File: src/rtl/utf8d_pkg.sv
`timescale 1ns / 1ps
`default_nettype none

package utf8d_pkg;

    // One decoded character as it leaves the block
    typedef struct packed {
        logic [20:0] code_point;
        logic [2:0]  seq_length;
    } t_result;

    // Lead byte ranges
    localparam logic [7:0] LEAD2_LO  = 8'hC0;
    localparam logic [7:0] LEAD3_LO  = 8'hE0;
    localparam logic [7:0] LEAD4_LO  = 8'hF0;
    localparam logic [7:0] LEAD4_END = 8'hF5;

    // Sequence lengths
    localparam logic [2:0] LEN_1 = 3'd1;
    localparam logic [2:0] LEN_2 = 3'd2;
    localparam logic [2:0] LEN_3 = 3'd3;
    localparam logic [2:0] LEN_4 = 3'd4;

endpackage

`default_nettype wire

File: src/rtl/utf8d_decode.sv
`timescale 1ns / 1ps
`default_nettype none

module utf8d_decode
    import utf8d_pkg::*;
(
    input  wire logic       i_clk,
    input  wire logic       i_rst_n,
    input  wire logic       i_valid,
    input  wire logic       i_stall,
    input  wire logic [7:0] i_byte_in,
    output logic            o_valid,
    output t_result         o_word
);

    logic [20:0] r_partial, n_partial;
    logic [1:0]  r_remaining, n_remaining;
    logic [2:0]  r_size, n_size;
    logic        w_take;

    assign w_take = i_valid && !i_stall;

    // Next state and result for the incoming byte
    always_comb begin
        n_partial   = r_partial;
        n_remaining = r_remaining;
        n_size      = r_size;
        o_valid     = 1'b0;
        o_word      = '{code_point: {13'd0, i_byte_in}, seq_length: LEN_1};
        if (r_remaining != 2'd0) begin
            // following byte: shift in its low six bits, top bits unchecked
            n_partial   = {r_partial[14:0], i_byte_in[5:0]};
            n_remaining = r_remaining - 2'd1;
            o_valid     = w_take && (r_remaining == 2'd1);
            o_word      = '{code_point: n_partial, seq_length: r_size};
        end else begin
            priority if (i_byte_in >= LEAD2_LO && i_byte_in < LEAD3_LO) begin
                n_partial   = {16'd0, i_byte_in[4:0]};
                n_remaining = 2'd1;
                n_size      = LEN_2;
            end else if (i_byte_in >= LEAD3_LO && i_byte_in < LEAD4_LO) begin
                n_partial   = {17'd0, i_byte_in[3:0]};
                n_remaining = 2'd2;
                n_size      = LEN_3;
            end else if (i_byte_in >= LEAD4_LO && i_byte_in < LEAD4_END) begin
                n_partial   = {18'd0, i_byte_in[2:0]};
                n_remaining = 2'd3;
                n_size      = LEN_4;
            end else begin
                // ASCII or stray byte goes straight out as its own value
                o_valid = w_take;
            end
        end
    end

    // Sequence state
    always_ff @(posedge i_clk) begin
        if (!i_rst_n) begin
            r_partial   <= '0;
            r_remaining <= '0;
            r_size      <= '0;
        end else if (w_take) begin
            r_partial   <= n_partial;
            r_remaining <= n_remaining;
            r_size      <= n_size;
        end
    end

endmodule

`default_nettype wire

File: src/rtl/utf8d_skid.sv
`timescale 1ns / 1ps
`default_nettype none

module utf8d_skid
    import utf8d_pkg::*;
(
    input  wire logic    i_clk,
    input  wire logic    i_rst_n,
    input  wire logic    i_valid,
    input  wire t_result i_word,
    output logic         o_stall,
    output logic         o_valid,
    input  wire logic    i_stall,
    output t_result      o_word
);

    logic    r_out_valid;
    logic    r_skid_valid;
    t_result r_out;
    t_result r_skid;
    logic    w_out_free;

    assign w_out_free = !r_out_valid || !i_stall;

    // Output register plus one skid word; upstream stalls only when skid is full
    always_ff @(posedge i_clk) begin
        if (!i_rst_n) begin
            r_out_valid  <= 1'b0;
            r_skid_valid <= 1'b0;
        end else if (w_out_free) begin
            if (r_skid_valid) begin
                r_out_valid  <= 1'b1;
                r_out        <= r_skid;
                r_skid_valid <= 1'b0;
            end else begin
                r_out_valid <= i_valid;
                r_out       <= i_word;
            end
        end else if (i_valid) begin
            r_skid_valid <= 1'b1;
            r_skid       <= i_word;
        end
    end

    assign o_stall = r_skid_valid;
    assign o_valid = r_out_valid;
    assign o_word  = r_out;

endmodule

`default_nettype wire

File: src/rtl/utf8_byte_stream_decoder.sv
// Each result is decoded combinationally and registered in the output stage.
// Throughput: one byte per cycle while o_in_stall is low; the sequence state updates with
// a single shift-and-or. A two-word output stage (result register plus skid word) keeps
// input flowing while the skid word is free; o_in_stall rises only when both words are held.
// Reset (synchronous, active low) clears the open sequence and empties the output stage.
`timescale 1ns / 1ps
`default_nettype none

module utf8_byte_stream_decoder
    import utf8d_pkg::*;
(
    input  wire logic        i_clk,
    input  wire logic        i_rst_n,
    input  wire logic        i_in_valid,
    output logic             o_in_stall,
    input  wire logic [7:0]  i_byte_in,
    output logic             o_out_valid,
    input  wire logic        i_out_stall,
    output logic [20:0]      o_code_point,
    output logic [2:0]       o_seq_length
);

    logic    w_dec_valid;
    t_result w_dec_word;
    t_result w_out_word;

    utf8d_decode u_decode (
        .i_clk     (i_clk),
        .i_rst_n   (i_rst_n),
        .i_valid   (i_in_valid),
        .i_stall   (o_in_stall),
        .i_byte_in (i_byte_in),
        .o_valid   (w_dec_valid),
        .o_word    (w_dec_word)
    );

    utf8d_skid u_skid (
        .i_clk   (i_clk),
        .i_rst_n (i_rst_n),
        .i_valid (w_dec_valid),
        .i_word  (w_dec_word),
        .o_stall (o_in_stall),
        .o_valid (o_out_valid),
        .i_stall (i_out_stall),
        .o_word  (w_out_word)
    );

    assign o_code_point = w_out_word.code_point;
    assign o_seq_length = w_out_word.seq_length;

    // Skid word is only ever occupied behind a held result
    a_stall_needs_out: assert property (@(posedge i_clk) disable iff (!i_rst_n)
        o_in_stall |-> o_out_valid)
        else $error("input stalled with empty output register");

    // Length always one to four
    a_len_range: assert property (@(posedge i_clk) disable iff (!i_rst_n)
        o_out_valid |-> (o_seq_length != 3'd0 && o_seq_length <= LEN_4))
        else $error("sequence length out of range");

    // Single-byte results carry only the byte itself
    a_len1_byte: assert property (@(posedge i_clk) disable iff (!i_rst_n)
        (o_out_valid && o_seq_length == LEN_1) |-> (o_code_point[20:8] == 13'd0))
        else $error("one-byte result wider than a byte");

    // Two-byte results fit in eleven bits
    a_len2_bits: assert property (@(posedge i_clk) disable iff (!i_rst_n)
        (o_out_valid && o_seq_length == LEN_2) |-> (o_code_point[20:11] == 10'd0))
        else $error("two-byte result wider than eleven bits");

endmodule

`default_nettype wire
File: config.mk
export PLATFORM = sky130hd
export DESIGN_NAME = utf8_byte_stream_decoder
export DESIGN_NICKNAME = d
export VERILOG_FILES = /design/src/rtl/utf8d_pkg.sv /design/src/rtl/utf8d_decode.sv /design/src/rtl/utf8d_skid.sv /design/src/rtl/utf8_byte_stream_decoder.sv
export SDC_FILE = /design/constraint.sdc
export NUM_CORES = 1
export LEC_CHECK = 0
export BUFFER_PORTS_ARGS = -buffer_cell sky130_fd_sc_hd__buf_2
export CORE_MARGIN = 1
export CORE_UTILIZATION = 30
export DETAILED_ROUTE_END_ITERATION = 7
export PLACE_DENSITY = 0.57
export SYNTH_ARGS = -nofsm -noshare
export SYNTH_HDL_FRONTEND = slang
export SYNTH_SLANG_ARGS = --single-unit
File: constraint.sdc
create_clock -name i_clk -period 5 [get_ports i_clk]
set_clock_uncertainty 0.15 [all_clocks]
set_input_delay 0.25 -clock i_clk [delete_from_list [all_inputs] [get_ports i_clk]]
set_output_delay 0.25 -clock i_clk [all_outputs]
set_load 0.01 [all_outputs]
==> summary.md <==
| Metric | Value |
|---|---|
| Share of the synthesized area in the top cell type | 52.5% |
| Synthesized area per cell | 14.7 um^2 |
| Post-Syn Area | 2750 um^2 |
| Clk sinks | 70 |
| Io pins | 38 |
| Drt pass-1 iters | 4 |
| Status | complete, no violations |
| Max Freq | approximately 0.47 GHz |
| Final WL | 5270 um |
| Worst path arrival time | around 2.0 ns |
| Max Fanout on Critical Path | 15 |
| Placed cells | 326 |
| Worst-Margin Slew | 0.852 ns |
| Setup CP Type | flop to flop |
| Syn Nets | 199 |
| Initial antenna violation count | 0 |
| Max Cap Viol | 0 |
| H-tree Lvls | 3 |
| Distinct cell type count after synthesis | 36 |
| Routed met3 length | 279 um |
| # resized after CTS | 0 |
| Layout area overhead | 19.9% |
| Syn. warnings | 0 |
| Hold Path Class | primary input to flop |
| FF-to-FF path depth | 4 |
| CTS clk-pin slew, worst paths | ~0.08 ns |
| CTS Buf Count | 9 |
| FILL cells | 845 |
| Post-route ant nets | 0 |
| Crit. End Element | flop |
| DR WL/cell | 15.2 um |
| Final setup violation count | 0 |
| Max Used Layer | met4 |
| Reg2reg start | u_skid.o_stall |
| CP Launch Type | flop |
| Reg2reg setup slack | roughly 2.9 ns |
| CP Launch Point | u_skid.o_stall |
| Largest net degree at the start of global routing | 28 |
| Pwr Density | 357 nW/um^2 |
| Met1 WL | 2630 um |
| Tmin final | 2.15 ns |
| Avg Vias per Cell | 4.83 |
| Die Y | 97.7 um |
| # diodes | 0 |
| Full die area | 9550 um^2 |
| Seq cells post-synth | 70 |
| Sequential cell area fraction in the yosys report | 68.5% |
| Area contributors post-synth | edfxtp_1, dfxtp_1, mux2_2, a32o_1, and2_1 |
| Worst slack, placed | around 2.8 ns |
| Reg2reg end | u_skid.r_skid[15] |
| Number of port buffers | 37 |
| Fin crit share | 42.9% |
| Drc violations | 0 |
| Clock Latency Late Sink | 0.34 ns |
| CTS tree | built |
| Core area | about 9000 um^2 |
| Initial Utilization | between 30% and 40% |
| First-pass GRT wire length | 8560 um |
| Max clock buf depth | 2 |
| Worst VDD drop | 0.150 mV |
| Gpl congestion | 0.824 |
| Unrepaired setup endpoints after global routing | false |
| Syn Inst Count | 187 |
| Leakage power | approximately 0.0012 uW |
| Met2 wire len | ~2300 um |
| Via total after detailed routing | 1670 |
| Post-route insts no fill | approximately 350 |
| Final WS setup | around 2.9 ns |
| Grt ovf | 0 |
| CP required | 4.88 ns |
| Post-CTS Setup Inserts | 0 |
| DRT iter0 DRCs | approximately 130 |
| Hold_sp | i_byte_in[3] |
| Total Neg Setup Slack | 0 ns |
| Overall Global Routing Usage | 11.9% |
| Die Wd | between 90 and 100 um |
| Power Total | 1170 uW |
| HPWL Detailed | 3430 um |
| Slew margin rel. | 43.1% |
| Synth area leader | edfxtp_1 |
| Endpoints failing hold | 0 |
| Fin nets | about 250 |
| Number of global-route vias before repair | 1680 |
| Num rows | 34 |
| Layout cell share with drive strength beyond 1 | between 30 and 40% |
| Crit path to | u_skid.r_skid[15] |
| Root Driver | clkbuf_8 |
| Max-slew violations | 0 |
## state kept, by name, indices dropped and copies added (netlist names)
signal / cells
u_skid.o_word: 24
u_skid.r_skid: 24
u_decode.r_partial: 15
u_decode.r_size: 3
u_decode.r_remaining: 2
u_skid.o_stall: 1
u_skid.o_valid: 1
## through the flow
step           util (%)  instance area [um^2]  hold WS [ns]
2_1_floorplan         -                  2750         0.199
3_3_place_gp       34.8                  3060         0.295
3_5_place_dp       34.8                  3060         0.313
4_1_cts            37.4                  3290       0.00519
5_1_grt            37.4                  3290       0.00682
6_report           37.4                  3290        0.0214
## per-layer routing
layer,global-route usage (%),vias to the layer above
met3,3.60,6
li1,-,802
met2,17.8,43
met1,15.6,819
met4,6.18,0
met5,0,-
## Yosys cell counts, drive strengths merged
cell type / count
and2: 16
nand3: 3
o21a: 1
o211a: 1
o22ai: 1
o311ai: 1
or3: 2
a211oi: 1
mux2: 24
o32ai: 1
nor2b: 2
clkbuf: 7
a32o: 11
a21oi: 2
dfxtp: 22
buf: 2
or2: 1
and3: 1
edfxtp: 48
o21ai: 5
a2111oi: 1
nor3: 1
o2111a: 1
inv: 3
nand2: 18
a31o: 1
nor2: 3
mux2i: 4
a31oi: 1
o32a: 1
nand2b: 1
## critical path, stage by stage, from the launching register on
cell	delay [ns]
dfxtp_1	0.44
nor2b_1	0.37
nand2_1	0.16
a2111oi_2	0.41
buf_4	0.31
## worst min path at each step
stage / end / slack (ns) / depth (start not counted)
3_5_place_dp: u_decode.r_size[0] / 0.31 / 2
2_1_floorplan: u_skid.r_skid[3] / 0.20 / 0
5_1_grt: u_skid.r_skid[6] / 0.007 / 1
3_3_place_gp: u_decode.r_size[0] / 0.30 / 2
6_report: u_skid.r_skid[6] / 0.02 / 1
4_1_cts: u_skid.r_skid[6] / 0.005 / 1
## power breakdown
group	total, uW	internal (uW)	switching, uW
clock network	441	230	212
registers	648	639	8.99
logic	84.9	32.1	52.8
total	1170	900	274
## layout by cell type (no fill, tap or decap), types with 2 or more instances in the layout
cell | Yosys | layout
a32o_1 | 11 | 11
and2_1 | 16 | 16
buf_2 | 1 | 37
buf_4 | 1 | 3
clkbuf_8 | 0 | 9
clkinv_4 | 0 | 2
dfxtp_1 | 22 | 22
dlygate4sd3_1 | 0 | 4
edfxtp_1 | 48 | 48
inv_1 | 3 | 3
mux2_2 | 24 | 24
mux2i_1 | 4 | 4
nand2_1 | 18 | 18
nand3_1 | 2 | 2
nor2_1 | 2 | 2
nor2b_1 | 2 | 2
o21ai_0 | 3 | 3
or3_1 | 2 | 2
## repair_timing
action	in CTS	in global routing
hold buffers	4	0
setup endpoints to repair	0	0
endpoints found under the hold margin	4	0
## area by class of cell
type                            count  area (um^2)  area share [%]
Inverter                            3         11.3           0.342
Clock inverter                      6         63.8            1.94
Multi-Input combinational cell    105          826            25.1
Clock buffer                       10          128            3.88
Timing Repair Buffer               44          248            7.52
Sequential cell                    70         1880            57.1
Tap cell                          108          135            4.10
## logic make-up (layout without fill, tap and decap cells)
| family | count (synthesis) | in the layout | synth area share [%] |
|---|---|---|---|
| buffers and inverters | 12 | 63 | 1.82 |
| flip-flops | 70 | 70 | 68.5 |
| AO/OA/AOI/OAI | 29 | 29 | 9.11 |
| AND/OR/NAND/NOR | 48 | 48 | 9.29 |
| multiplexers | 28 | 28 | 11.3 |
No activity file was read; power rests on OpenSTA's default activity.
